<file path="src/rtl/core/aesg_pkg.sv">
// Shared types and constants for the eased animation step generator.
// No dependencies; imported by aesg_div, aesg_seq and the top level.
package aesg_pkg;

	localparam int STEP_W    = 8;
	localparam int TRAVEL_W  = 16;
	localparam int MOTION_W  = 17;
	localparam int SQSUM_W   = 23;
	localparam int PROD_W    = 32;
	localparam int MUL_A_W   = 24;

	localparam int STEP_COUNT_RST = 16;
	// 1^2 + ... + n^2 for the reset step count
	localparam logic [SQSUM_W-1:0] SQSUM_RST =
		SQSUM_W'(STEP_COUNT_RST * (STEP_COUNT_RST + 1) * (2 * STEP_COUNT_RST + 1) / 6);
	localparam logic [PROD_W-1:0] FIXED_STEP = PROD_W'(4);

	typedef enum logic [1:0] {
		PATH_LINEAR,
		PATH_SQ_INC,
		PATH_SQ_DEC,
		PATH_FIXED
	} path_mode_t;

	typedef enum logic [1:0] {
		REG_PATH_MODE,
		REG_STEP_COUNT,
		REG_TRAVEL_TOTAL,
		REG_BOUNCE
	} cfg_reg_t;

	typedef struct packed {
		path_mode_t            path_mode;
		logic [STEP_W-1:0]     step_count;
		logic [TRAVEL_W-1:0]   travel_total;
		logic                  bounce_enable;
	} cfg_t;

	typedef struct packed {
		logic [TRAVEL_W-1:0]   step_pixels;
		logic [MOTION_W-1:0]   motion_so_far;
		logic [STEP_W-1:0]     step_index;
		logic                  return_phase;
		logic                  active;
	} result_t;

	typedef struct packed {
		logic                  start;
		logic [PROD_W-1:0]     dividend;
		logic [SQSUM_W-1:0]    divisor;
	} div_req_t;

endpackage

</file>
<file path="src/rtl/core/aesg_div.sv">
// Restoring divider, one quotient bit per cycle.
// Depends on aesg_pkg; used by aesg_seq. Divisor must be nonzero.
module aesg_div (
	input  logic                     clk,
	input  logic                     arst_n,
	input  aesg_pkg::div_req_t       req,
	output logic                     done,
	output logic [aesg_pkg::PROD_W-1:0] quotient
);
	import aesg_pkg::*;

	localparam int CNT_W = $clog2(PROD_W + 1);

	logic [SQSUM_W-1:0] rem_q;
	logic [SQSUM_W-1:0] div_q;
	logic [PROD_W-1:0]  quo_q;
	logic [CNT_W-1:0]   cnt_q;
	logic               busy_q;
	logic               done_q;

	logic [SQSUM_W:0]   rem_sh;
	logic [SQSUM_W:0]   diff;
	logic               fits;

	// dividend bits shift out of the top of quo_q as quotient bits shift in
	assign rem_sh = {rem_q, quo_q[PROD_W-1]};
	assign diff   = rem_sh - {1'b0, div_q};
	assign fits   = rem_sh >= {1'b0, div_q};

	always_ff @(posedge clk or negedge arst_n) begin
		if (!arst_n) begin
			busy_q <= 1'b0;
			done_q <= 1'b0;
			cnt_q  <= '0;
		end else begin
			done_q <= 1'b0;
			if (req.start) begin
				busy_q <= 1'b1;
				cnt_q  <= '0;
			end else if (busy_q) begin
				cnt_q <= cnt_q + CNT_W'(1);
				if (cnt_q == CNT_W'(PROD_W - 1)) begin
					busy_q <= 1'b0;
					done_q <= 1'b1;
				end
			end
		end
	end

	always_ff @(posedge clk) begin
		if (req.start) begin
			rem_q <= '0;
			quo_q <= req.dividend;
			div_q <= req.divisor;
		end else if (busy_q) begin
			rem_q <= fits ? diff[SQSUM_W-1:0] : rem_sh[SQSUM_W-1:0];
			quo_q <= {quo_q[PROD_W-2:0], fits};
		end
	end

	assign done     = done_q;
	assign quotient = quo_q;

endmodule

</file>
<file path="src/rtl/core/aesg_seq.sv">
// Step sequencer: state registers, shared 24x8 multiplier and control of the
// divider. Depends on aesg_pkg and aesg_div; used by the top level.
module aesg_seq (
	input  logic              clk,
	input  logic              arst_n,
	input  aesg_pkg::cfg_t    cfg,
	input  logic              start,
	input  logic              restart,
	output logic              ready,
	output logic              res_valid,
	input  logic              res_take,
	output aesg_pkg::result_t res
);
	import aesg_pkg::*;

	typedef enum logic [3:0] {
		S_IDLE,
		S_SQ_MUL,
		S_SQ_ADD,
		S_SIZE,
		S_MUL1,
		S_MUL2,
		S_DIV_GO,
		S_DIV_WAIT,
		S_GOT,
		S_FINISH,
		S_RESULT
	} state_t;

	state_t              state_q;
	logic [STEP_W-1:0]   step_q;
	logic                ret_q;
	logic [MOTION_W-1:0] motion_q;
	logic [SQSUM_W-1:0]  sqsum_q;
	logic [STEP_W-1:0]   k_q;
	logic [STEP_W-1:0]   idx_q;
	logic                loop_q;
	logic [PROD_W-1:0]   prod_q;
	logic [SQSUM_W-1:0]  acc_q;
	logic [PROD_W-1:0]   sum_q;
	logic [PROD_W-1:0]   first_q;
	logic [PROD_W-1:0]   size_q;
	result_t             res_q;

	logic [STEP_W-1:0]   n;
	logic [TRAVEL_W-1:0] t;
	logic [STEP_W-1:0]   m;
	logic [MUL_A_W-1:0]  mul_a;
	logic [STEP_W-1:0]   mul_b;
	logic [PROD_W-1:0]   mul_p;
	logic [SQSUM_W-1:0]  acc_new;
	div_req_t            div_req;
	logic                div_done;
	logic [PROD_W-1:0]   div_quo;
	logic [PROD_W-1:0]   cnt_full;
	logic [TRAVEL_W-1:0] cnt;
	logic [STEP_W-1:0]   step_next;
	logic                turn;
	logic [MOTION_W-1:0] motion_new;
	logic                is_sq;

	assign n     = cfg.step_count;
	assign t     = cfg.travel_total;
	assign is_sq = (cfg.path_mode == PATH_SQ_INC) || (cfg.path_mode == PATH_SQ_DEC);

	always_comb begin
		m = (cfg.path_mode == PATH_SQ_DEC) ? (n - k_q) : (k_q + STEP_W'(1));
		unique case (state_q)
			S_SQ_MUL: begin
				mul_a = MUL_A_W'(k_q);
				mul_b = k_q;
			end
			S_MUL1: begin
				mul_a = MUL_A_W'(t);
				mul_b = m;
			end
			default: begin
				mul_a = prod_q[MUL_A_W-1:0];
				mul_b = m;
			end
		endcase
		mul_p   = PROD_W'(mul_a) * PROD_W'(mul_b);
		acc_new = acc_q + prod_q[SQSUM_W-1:0];
	end

	// linear mode divides in S_SIZE; squared modes divide rounded in S_DIV_GO
	always_comb begin
		div_req.start = (state_q == S_DIV_GO) ||
			(state_q == S_SIZE && cfg.path_mode == PATH_LINEAR);
		if (state_q == S_SIZE) begin
			div_req.dividend = PROD_W'(t);
			div_req.divisor  = SQSUM_W'(n);
		end else begin
			div_req.dividend = prod_q + PROD_W'(sqsum_q >> 1);
			div_req.divisor  = sqsum_q;
		end
	end

	aesg_div u_div (
		.clk      (clk),
		.arst_n   (arst_n),
		.req      (div_req),
		.done     (div_done),
		.quotient (div_quo)
	);

	// step 0 takes up the rounding remainder, clamped at zero
	always_comb begin
		if (loop_q) begin
			if ({1'b0, first_q} + (PROD_W + 1)'(t) >= {1'b0, sum_q})
				cnt_full = first_q + PROD_W'(t) - sum_q;
			else
				cnt_full = '0;
		end else begin
			cnt_full = size_q;
		end
		cnt        = cnt_full[TRAVEL_W-1:0];
		step_next  = idx_q + STEP_W'(1);
		turn       = cfg.bounce_enable && !ret_q && (step_next == n);
		motion_new = (turn ? '0 : motion_q) + MOTION_W'(cnt);
	end

	always_ff @(posedge clk or negedge arst_n) begin
		if (!arst_n) begin
			state_q  <= S_IDLE;
			step_q   <= '0;
			ret_q    <= 1'b0;
			motion_q <= '0;
			sqsum_q  <= SQSUM_RST;
			k_q      <= '0;
			idx_q    <= '0;
			loop_q   <= 1'b0;
			prod_q   <= '0;
			acc_q    <= '0;
			sum_q    <= '0;
			first_q  <= '0;
			size_q   <= '0;
			res_q    <= '0;
		end else begin
			unique case (state_q)
				S_IDLE: begin
					if (start) begin
						if (restart) begin
							step_q   <= '0;
							ret_q    <= 1'b0;
							motion_q <= '0;
							k_q      <= STEP_W'(1);
							acc_q    <= '0;
							res_q    <= '0;
							if (n == '0) begin
								sqsum_q <= '0;
								state_q <= S_RESULT;
							end else begin
								state_q <= S_SQ_MUL;
							end
						end else if (step_q >= n) begin
							res_q.step_pixels   <= '0;
							res_q.motion_so_far <= motion_q;
							res_q.step_index    <= '0;
							res_q.return_phase  <= ret_q;
							res_q.active        <= 1'b0;
							state_q             <= S_RESULT;
						end else begin
							idx_q   <= step_q;
							k_q     <= step_q;
							loop_q  <= (step_q == '0);
							sum_q   <= '0;
							state_q <= S_SIZE;
						end
					end
				end
				S_SQ_MUL: begin
					prod_q  <= mul_p;
					state_q <= S_SQ_ADD;
				end
				S_SQ_ADD: begin
					if (k_q == n) begin
						sqsum_q <= acc_new;
						state_q <= S_RESULT;
					end else begin
						acc_q   <= acc_new;
						k_q     <= k_q + STEP_W'(1);
						state_q <= S_SQ_MUL;
					end
				end
				S_SIZE: begin
					if (cfg.path_mode == PATH_FIXED) begin
						size_q  <= FIXED_STEP;
						state_q <= S_GOT;
					end else if (cfg.path_mode == PATH_LINEAR) begin
						state_q <= S_DIV_WAIT;
					end else if (is_sq && sqsum_q == '0) begin
						size_q  <= '0;
						state_q <= S_GOT;
					end else begin
						state_q <= S_MUL1;
					end
				end
				S_MUL1: begin
					prod_q  <= mul_p;
					state_q <= S_MUL2;
				end
				S_MUL2: begin
					prod_q  <= mul_p;
					state_q <= S_DIV_GO;
				end
				S_DIV_GO: begin
					state_q <= S_DIV_WAIT;
				end
				S_DIV_WAIT: begin
					if (div_done) begin
						size_q  <= div_quo;
						state_q <= S_GOT;
					end
				end
				S_GOT: begin
					if (loop_q) begin
						sum_q <= sum_q + size_q;
						if (k_q == '0)
							first_q <= size_q;
						if (k_q == n - STEP_W'(1)) begin
							state_q <= S_FINISH;
						end else begin
							k_q     <= k_q + STEP_W'(1);
							state_q <= S_SIZE;
						end
					end else begin
						state_q <= S_FINISH;
					end
				end
				S_FINISH: begin
					step_q              <= turn ? '0 : step_next;
					ret_q               <= ret_q | turn;
					motion_q            <= motion_new;
					res_q.step_pixels   <= cnt;
					res_q.motion_so_far <= motion_new;
					res_q.step_index    <= idx_q;
					res_q.return_phase  <= ret_q;
					res_q.active        <= 1'b1;
					state_q             <= S_RESULT;
				end
				S_RESULT: begin
					if (res_take)
						state_q <= S_IDLE;
				end
				default: state_q <= S_IDLE;
			endcase
		end
	end

	assign ready     = (state_q == S_IDLE);
	assign res_valid = (state_q == S_RESULT);
	assign res       = res_q;

endmodule

</file>
<file path="src/rtl/core/animation_easing_step_generator_unit.sv">
// Eased animation step generator: top level with configuration registers and
// the result output register. Depends on aesg_pkg, aesg_seq and aesg_div.
//
// Usage: each frame tick is one transaction on tick_valid/tick_stall with the
// restart bit. restart=1 clears the step counter, return flag and motion and
// rebuilds the sum of squares. restart=0 takes one step: fixed mode uses a
// constant step size, linear mode divides through the bit-serial divider, and
// squared modes make two multiplier passes before the same divider.
// Step 0 of a pass sizes every step of the pass in turn, in linear and squared
// modes through the same divider. One item is in work at a time; tick_stall is
// high while the sequencer is busy.
// Each item yields one transaction on result_valid/result_stall. A finished
// result sits in the output register; the next tick is taken while it waits,
// and the sequencer holds its own result until the output register frees up.
// Configuration writes (cfg_valid/cfg_ready, always ready) should be made
// while the block is idle. Reset loads the register defaults (16 steps) and
// the matching sum of squares; no clearing pass is needed.
module animation_easing_step_generator_unit (
	input  logic                          clk,
	input  logic                          arst_n,
	input  logic                          tick_valid,
	output logic                          tick_stall,
	input  logic                          restart,
	output logic                          result_valid,
	input  logic                          result_stall,
	output logic [aesg_pkg::TRAVEL_W-1:0] step_pixels,
	output logic [aesg_pkg::MOTION_W-1:0] motion_so_far,
	output logic [aesg_pkg::STEP_W-1:0]   step_index,
	output logic                          return_phase,
	output logic                          active,
	input  logic                          cfg_valid,
	output logic                          cfg_ready,
	input  logic [1:0]                    cfg_index,
	input  logic [aesg_pkg::TRAVEL_W-1:0] cfg_data
);
	import aesg_pkg::*;

	cfg_t    cfg_q;
	logic    out_valid_q;
	result_t out_q;
	logic    seq_ready;
	logic    seq_valid;
	logic    take;
	result_t seq_res;

	assign cfg_ready = 1'b1;

	always_ff @(posedge clk or negedge arst_n) begin
		if (!arst_n) begin
			cfg_q.path_mode     <= PATH_LINEAR;
			cfg_q.step_count    <= STEP_W'(STEP_COUNT_RST);
			cfg_q.travel_total  <= '0;
			cfg_q.bounce_enable <= 1'b0;
		end else if (cfg_valid && cfg_ready) begin
			unique case (cfg_reg_t'(cfg_index))
				REG_PATH_MODE:    cfg_q.path_mode     <= path_mode_t'(cfg_data[1:0]);
				REG_STEP_COUNT:   cfg_q.step_count    <= cfg_data[STEP_W-1:0];
				REG_TRAVEL_TOTAL: cfg_q.travel_total  <= cfg_data;
				REG_BOUNCE:       cfg_q.bounce_enable <= cfg_data[0];
			endcase
		end
	end

	assign tick_stall = !seq_ready;
	assign take       = !out_valid_q || !result_stall;

	aesg_seq u_seq (
		.clk       (clk),
		.arst_n    (arst_n),
		.cfg       (cfg_q),
		.start     (tick_valid && !tick_stall),
		.restart   (restart),
		.ready     (seq_ready),
		.res_valid (seq_valid),
		.res_take  (take),
		.res       (seq_res)
	);

	always_ff @(posedge clk or negedge arst_n) begin
		if (!arst_n)
			out_valid_q <= 1'b0;
		else if (take)
			out_valid_q <= seq_valid;
	end

	always_ff @(posedge clk) begin
		if (take && seq_valid)
			out_q <= seq_res;
	end

	assign result_valid  = out_valid_q;
	assign step_pixels   = out_q.step_pixels;
	assign motion_so_far = out_q.motion_so_far;
	assign step_index    = out_q.step_index;
	assign return_phase  = out_q.return_phase;
	assign active        = out_q.active;

endmodule
</file>
<file path="config.mk">
export PLATFORM = sky130hd
export DESIGN_NAME = animation_easing_step_generator_unit
export DESIGN_NICKNAME = d
export VERILOG_FILES = /design/src/rtl/core/aesg_pkg.sv /design/src/rtl/core/aesg_div.sv /design/src/rtl/core/aesg_seq.sv /design/src/rtl/core/animation_easing_step_generator_unit.sv
export SDC_FILE = /design/constraint.sdc
export NUM_CORES = 2
export LEC_CHECK = 0
export ABC_AREA = 1
export BUFFER_PORTS_ARGS = -buffer_cell sky130_fd_sc_hd__buf_2
export CAP_MARGIN = 20
export CORE_UTILIZATION = 50
export DETAILED_ROUTE_END_ITERATION = 16
export HOLD_SLACK_MARGIN = 0.12
export PLACE_DENSITY_LB_ADDON = 0.1
export RECOVER_POWER = 50
export SLEW_MARGIN = 10
export SYNTH_ARGS = -nofsm -noshare
export SYNTH_HDL_FRONTEND = slang
export SYNTH_HIERARCHICAL = 1
export SYNTH_SLANG_ARGS = --single-unit
export TNS_END_PERCENT = 20
</file>
<file path="constraint.sdc">
create_clock -name clk -period 13.6 [get_ports clk]
set_input_delay 4.08 -clock clk [delete_from_list [all_inputs] [get_ports clk]]
set_output_delay 4.08 -clock clk [all_outputs]
set_load 0.1 [all_outputs]
</file>
After elaboration in Yosys (flattened, before gate mapping)
Cells that the tools add are included.
- register bits after elaboration: 421
- input bits: 24
- logic and storage cells: 202
- add/sub/neg operators: 13
- $mul: 1
- order comparisons: 3
- equality and inequality tests: 35
- multiplexer cells: 71
- bitwise gates (word level): 3
- reductions and logical operators: 41
- operators with widths (kind ; number):
    $mux W32 ; 10
    $mux W23 ; 8
    $mux W43 ; 3
    $pmux W32 S2 ; 2
    $pmux W23 S2 ; 2
    $mux W8 ; 11
    $pmux W43 S2 ; 1
    $mux W55 ; 1
    $mux W17 ; 3
    $mux W4 ; 12
    $pmux W24 S2 ; 1
    $pmux W4 S11 ; 1
    $pmux W17 S2 ; 1
    $add A32 B16 Y33 ; 1
    $ge A33 B32 Y1 ; 1
    $add A32 B22 Y32 ; 1
    $add A32 B32 Y32 ; 1
    $mul A24 B8 Y32 ; 1
    $mux W16 ; 2
    $eq A8 B8 Y1 ; 3
    $ge A24 B23 Y1 ; 1
    $logic_not A8 Y1 ; 3
    $pmux W8 S3 ; 1
    $add A23 B23 Y23 ; 1
    other kinds (40) ; 95

Longest topological paths before layout
- depth after elaboration: 7
- gate-level depth with buffers: 41
- depth with buffers taken out: 40

Cells and area by module
The synthesis kept the hierarchy.
- by module, submodules not included (module ; instances ; cells each ; area each (µm²)):
    aesg_seq ; 1 ; 3912 ; 27637.8
    aesg_div ; 1 ; 716 ; 5196.2
    animation_easing_step_generator_unit ; 1 ; 176 ; 2492.4

Least setup slack after synthesis
OpenSTA, ideal clock, no wires.
- path type: input-to-reg
- start point: input port result_stall
- end point: register out_q (netlist bit active), enable pin
- library setup time: 458 ps
- data arrival time: 6210 ps
- required time: 13142 ps
- setup slack: 6933 ps
- stages on the path: 1
- cell sequence: a21oi_1
- word-level cells in the longest chain between the ends: 3
- RTL lines (what ; RTL line ; text):
    start: declaration ; animation_easing_step_generator_unit.sv:25 ; input logic result_stall,
    $logic_not A1 Y1 ; animation_easing_step_generator_unit.sv:65 ; assign take = !out_valid_q || !result_stall;
    $logic_or A1 B1 Y1 ; animation_easing_step_generator_unit.sv:65 ;
    $logic_and A1 B1 Y1 ; animation_easing_step_generator_unit.sv:87 ; if (take && seq_valid)
    end signal: assignment ; animation_easing_step_generator_unit.sv:88 ; out_q <= seq_res;
    end: declaration ; animation_easing_step_generator_unit.sv:40 ; result_t out_q;
No other way between the ends.
A chain may end at the register's enable or synchronous reset.

Worst setup path after layout
- start point: register u_seq.state_q[3]
- end point: register u_seq.prod_q[19]
- word-level cells in the longest chain between the ends: 3
- elaborated cells between the ends (all ways): 7
- RTL lines (what ; RTL line ; text):
    start: declaration ; aesg_seq.sv:30 ; state_t state_q;
    start signal: assignment ; aesg_seq.sv:125 ; state_q <= S_IDLE;
    start signal: assignment ; aesg_seq.sv:152 ; state_q <= S_RESULT;
    start signal: assignment ; aesg_seq.sv:154 ; state_q <= S_SQ_MUL;
    $eq A4 B3 Y1 / $eq A4 B1 Y1 (equally long branches) ; aesg_seq.sv:68, aesg_seq.sv:140 ;
    $pmux W24 S2 / $mux W8 (equally long branches) ; aesg_seq.sv:68 ; unique case (state_q)
    $mul A24 B8 Y32 ; aesg_seq.sv:82 ; mul_p = PROD_W'(mul_a) * PROD_W'(mul_b);
    end signal: assignment ; aesg_seq.sv:173 ; prod_q <= mul_p;
    end signal: assignment ; aesg_seq.sv:200 ; prod_q <= mul_p;
    end signal: assignment ; aesg_seq.sv:204 ; prod_q <= mul_p;
    end: declaration ; aesg_seq.sv:38 ; logic [PROD_W-1:0] prod_q;
Several ways; a longest one is shown, not always the timed one.

==> qor.csv <==
stage,metric,value,unit
worst_hold_path,whs_endpoint,step_index[2],
detailed_routing,dr.pass1.iters,5,
grt,grt_use_total,31.30,%
sta,period_share,57.11,%
finish,layout-drive-gt1-share,6.013,%
yosys,synth_seq_cells,421,
clock_network,clk_latency,620,ps
clock_network,clock-sinks,421,
clock_network,cts_root_buf,clkbuf_16,
finish,final_net_count,5263,
die,coreArea,0.07003,mm²
sta,rsz0062_at_grt,no,
yosys,synth_fp_nets,5236,
detailed_routing,ant_nets,0,
placed_design,dpl_cell_area,0.03644,mm²
clock_network,clk_pin_slew_worst_paths,60,ps
yosys,syn_inst,4804,
finish,final_area,0.03807,mm²
clock_network,cts_setup_buffers,0,
grt,first_global_vias,29800,
sta,worstMarginPinSlew,2697,ps
critical_path,critical_path.max_fanout,21,
sta,setup_viol,0,
critical_path,cp_data_arrival_time,8250,ps
worst_hold_path,min_from,u_seq/res[4],
critical_path,ff2ff_setup_slack,5830,ps
critical_path,rr_endpoint,u_seq/prod_q[19],
clock_network,ctsResizeCount,0,
finish,antenna_cells,0,
yosys,ys_seq_area_share,30.91,%
placed_design,io_buffer_count,68,
finish,layout_commonest_cell,nand2_1,
sta,slew_viol_final,412,
yosys,synth_cell_types,69,
critical_path,critical_path_class,flip-flop to flip-flop,
detailed_routing,num_vias,31500,
grt,grt_overflow,0,
status,violations,"capacitance limit, slew limit",
detailed_routing,post_drt_wl_per_cell,19.15,µm
clock_network,h-tree-depth,2,
critical_path,r2r_start,u_seq/state_q[3],
critical_path,required,14080,ps
power,peakVddDrop,260.0,µV
clock_network,clock_path_buffers,3,
detailed_routing,wl,111.3,mm
yosys,synth_area,0.03533,mm²
yosys,async_reset_ff_share,71.26,%
yosys,yosys_warnings,6,
status,status,"finished, violations left",
power,p_per_area,285.5,mW/mm²
sta,clock.fmax,128.7,MHz
worst_hold_path,min_path_cells,0,
clock_network,cts-buffers-inserted,51,
sta,timing.setup.tns,0,ps
critical_path,cp-start-kind,flip-flop,
sta,finClkSkew,23.76,ps
yosys,synth_edf_count,98,
sta,hold-worst-slack,443.8,ps
critical_path,reg2reg_depth,26,
power,power.leakage,0.01870,µW
placed_design,dpl.hpwl,88.81,mm
die,fp.dieW,267.8,µm
finish,area_growth,7.760,%
die,die-area,0.07172,mm²
die,io-pin-count,70,
detailed_routing,drc_errors,0,
sta,hold_viol_final,0,
finish,mostFrequentLayoutCells,"1377 x nand2_1, 686 x inv_1, 375 x nor2_1",
sta,slew_headroom,-79.80,%
worst_hold_path,hold_class,flip-flop to flip-flop,
die,die_h,267.8,µm
clock_network,cts_tree,built,
placed_design,gp_congestion,0.9813,
grt,grt_pass1_wl,172.0,mm
detailed_routing,drt_iter0_markers,2336,
sta,period_needed,7767,ps
yosys,synth.avg_cell_area,7.354,µm²
clock_network,ctsHoldBuffers,0,
yosys,yosys.area.top_type_share,20.76,%
critical_path,crit_path_end_kind,flip-flop,
yosys,synthTopCellsByArea,"dfrtp_1 21%, nand2_1 15%, ha_1 9.0%",
die,start_util,50.45,%
grt,antenna_found_initial,1,
grt,grt_max_degree,136,
die,num_rows,97,
finish,final_util,54.36,%
yosys,synth_top_cell_by_area,dfrtp_1,
yosys,synth-main-ff-cell,dfrtp_1,
detailed_routing,viasPerCell,5.419,
flow_run,drv_cap,9,
critical path: stages (launching register included):
cell        delay [ps]
dfrtp_1            410
nor2_1             140
inv_2               90
nor2_1             930
clkinvlp_2         760
nand3_1            240
nand2_1            150
inv_1              610
nor2_1             130
fa_1               540
inv_1               60
fa_1               460
fa_1               590
inv_1               70
fa_1               490
ha_1               360
nand2_1            120
o21ai_0            290
nor2_1             150
o21ai_0            480
nand2_1            100
nand2_1            140
nand2_1             80
nand2_1             60
nand2_1             50
nand3_1             60
o21ai_0             80
cell families (layout without fill, tap and decap cells):
kind of cell | count (synthesis) | count (layout) | share of synthesized area, %
XOR/XNOR | 120 | 120 | 2.975
AO/OA/AOI/OAI | 780 | 780 | 12.21
AND/OR/NAND/NOR | 2244 | 2244 | 26.71
buffers and inverters | 830 | 899 | 9.467
other | 1 | 1 | 0.01062
flip-flops | 421 | 421 | 30.91
adder cells (fa/ha/maj) | 408 | 408 | 17.72
synth_stat cells (25+ instances only):
cell type and count:
buf_2 28, nand4_1 71, fa_1 154, dfrtp_1 293, o21ai_0 306, xnor2_1 56
o21ai_1 52, edfxtp_1 98, a21o_1 25, nor3_1 47, a21oi_1 280, nor2_2 33
nand2_1 1377, inv_1 685, xor2_1 64, ha_1 254, nor2_1 375, nand3_1 249
clkbuf_1 52
routing by layer:
metal / GRT usage, % / vias to the layer above / share of wire (%)
li1: - / 15540 / -
met1: 45.68 / 14780 / 47
met2: 47.37 / 1005 / 43
met3: 4.325 / 178 / 6.5
met4: 10.98 / 0 / 3.6
met5: 0 / - / 0
sequential cells by signal (all words and copies together), names as in the netlist, 4 cells and up:
register and count:
u_seq/u_div/quotient 32, u_seq/acc_q 23, u_seq/first_q 32, u_seq/u_div/div_q 23, cfg_q 27, u_seq/u_div/cnt_q 6, motion_so_far 17, u_seq/sum_q 32
u_seq/idx_q 8, u_seq/prod_q 32, u_seq/sqsum_q 23, u_seq/u_div/rem_q 23, u_seq/k_q 8, u_seq/res 43, u_seq/motion_q 17, u_seq/state_q 4
step_index 8, step_pixels 16, u_seq/step_q 8, u_seq/size_q 32
power by group:
group	internal [µW]	switching, µW
sequential	1750	413
clock	823	588
combinational	2460	4830
how the worst max path moves through the flow:
stage | from | endpoint | slack, ps | cells after the start
3_3_place_gp | cfg_q[17] | u_seq/prod_q[31] | 6720 | 31
6_report | u_seq/state_q[3] | u_seq/prod_q[19] | 5830 | 26
2_1_floorplan | result_stall | active | 6930 | 1
5_1_grt | u_seq/state_q[3] | u_seq/prod_q[19] | 5390 | 26
4_1_cts | cfg_q[17] | u_seq/prod_q[31] | 6590 | 31
3_5_place_dp | cfg_q[17] | u_seq/prod_q[31] | 6650 | 31
stage by stage:
step / total power (µW) / std cells / setup WS, ps
2_1_floorplan: 7358 / 4804 / 6933
3_3_place_gp: 9352 / 5716 / 6716
3_5_place_dp: 9348 / 5718 / 6648
4_1_cts: 10860 / 5813 / 6595
5_1_grt: 11910 / 5813 / 5386
6_report: 10870 / 5813 / 5833
final cells by class:
type / count / area, µm²
flip-flops and latches: 421 / 10920
clock buffers: 69 / 1405
multi-input cells: 3553 / 21070
inverters: 713 / 2683
clock inverters: 26 / 287.8
fillers: 7009 / 31960
repair buffers: 91 / 525.5
well taps: 940 / 1176
(Power assumes the default switching activity.)
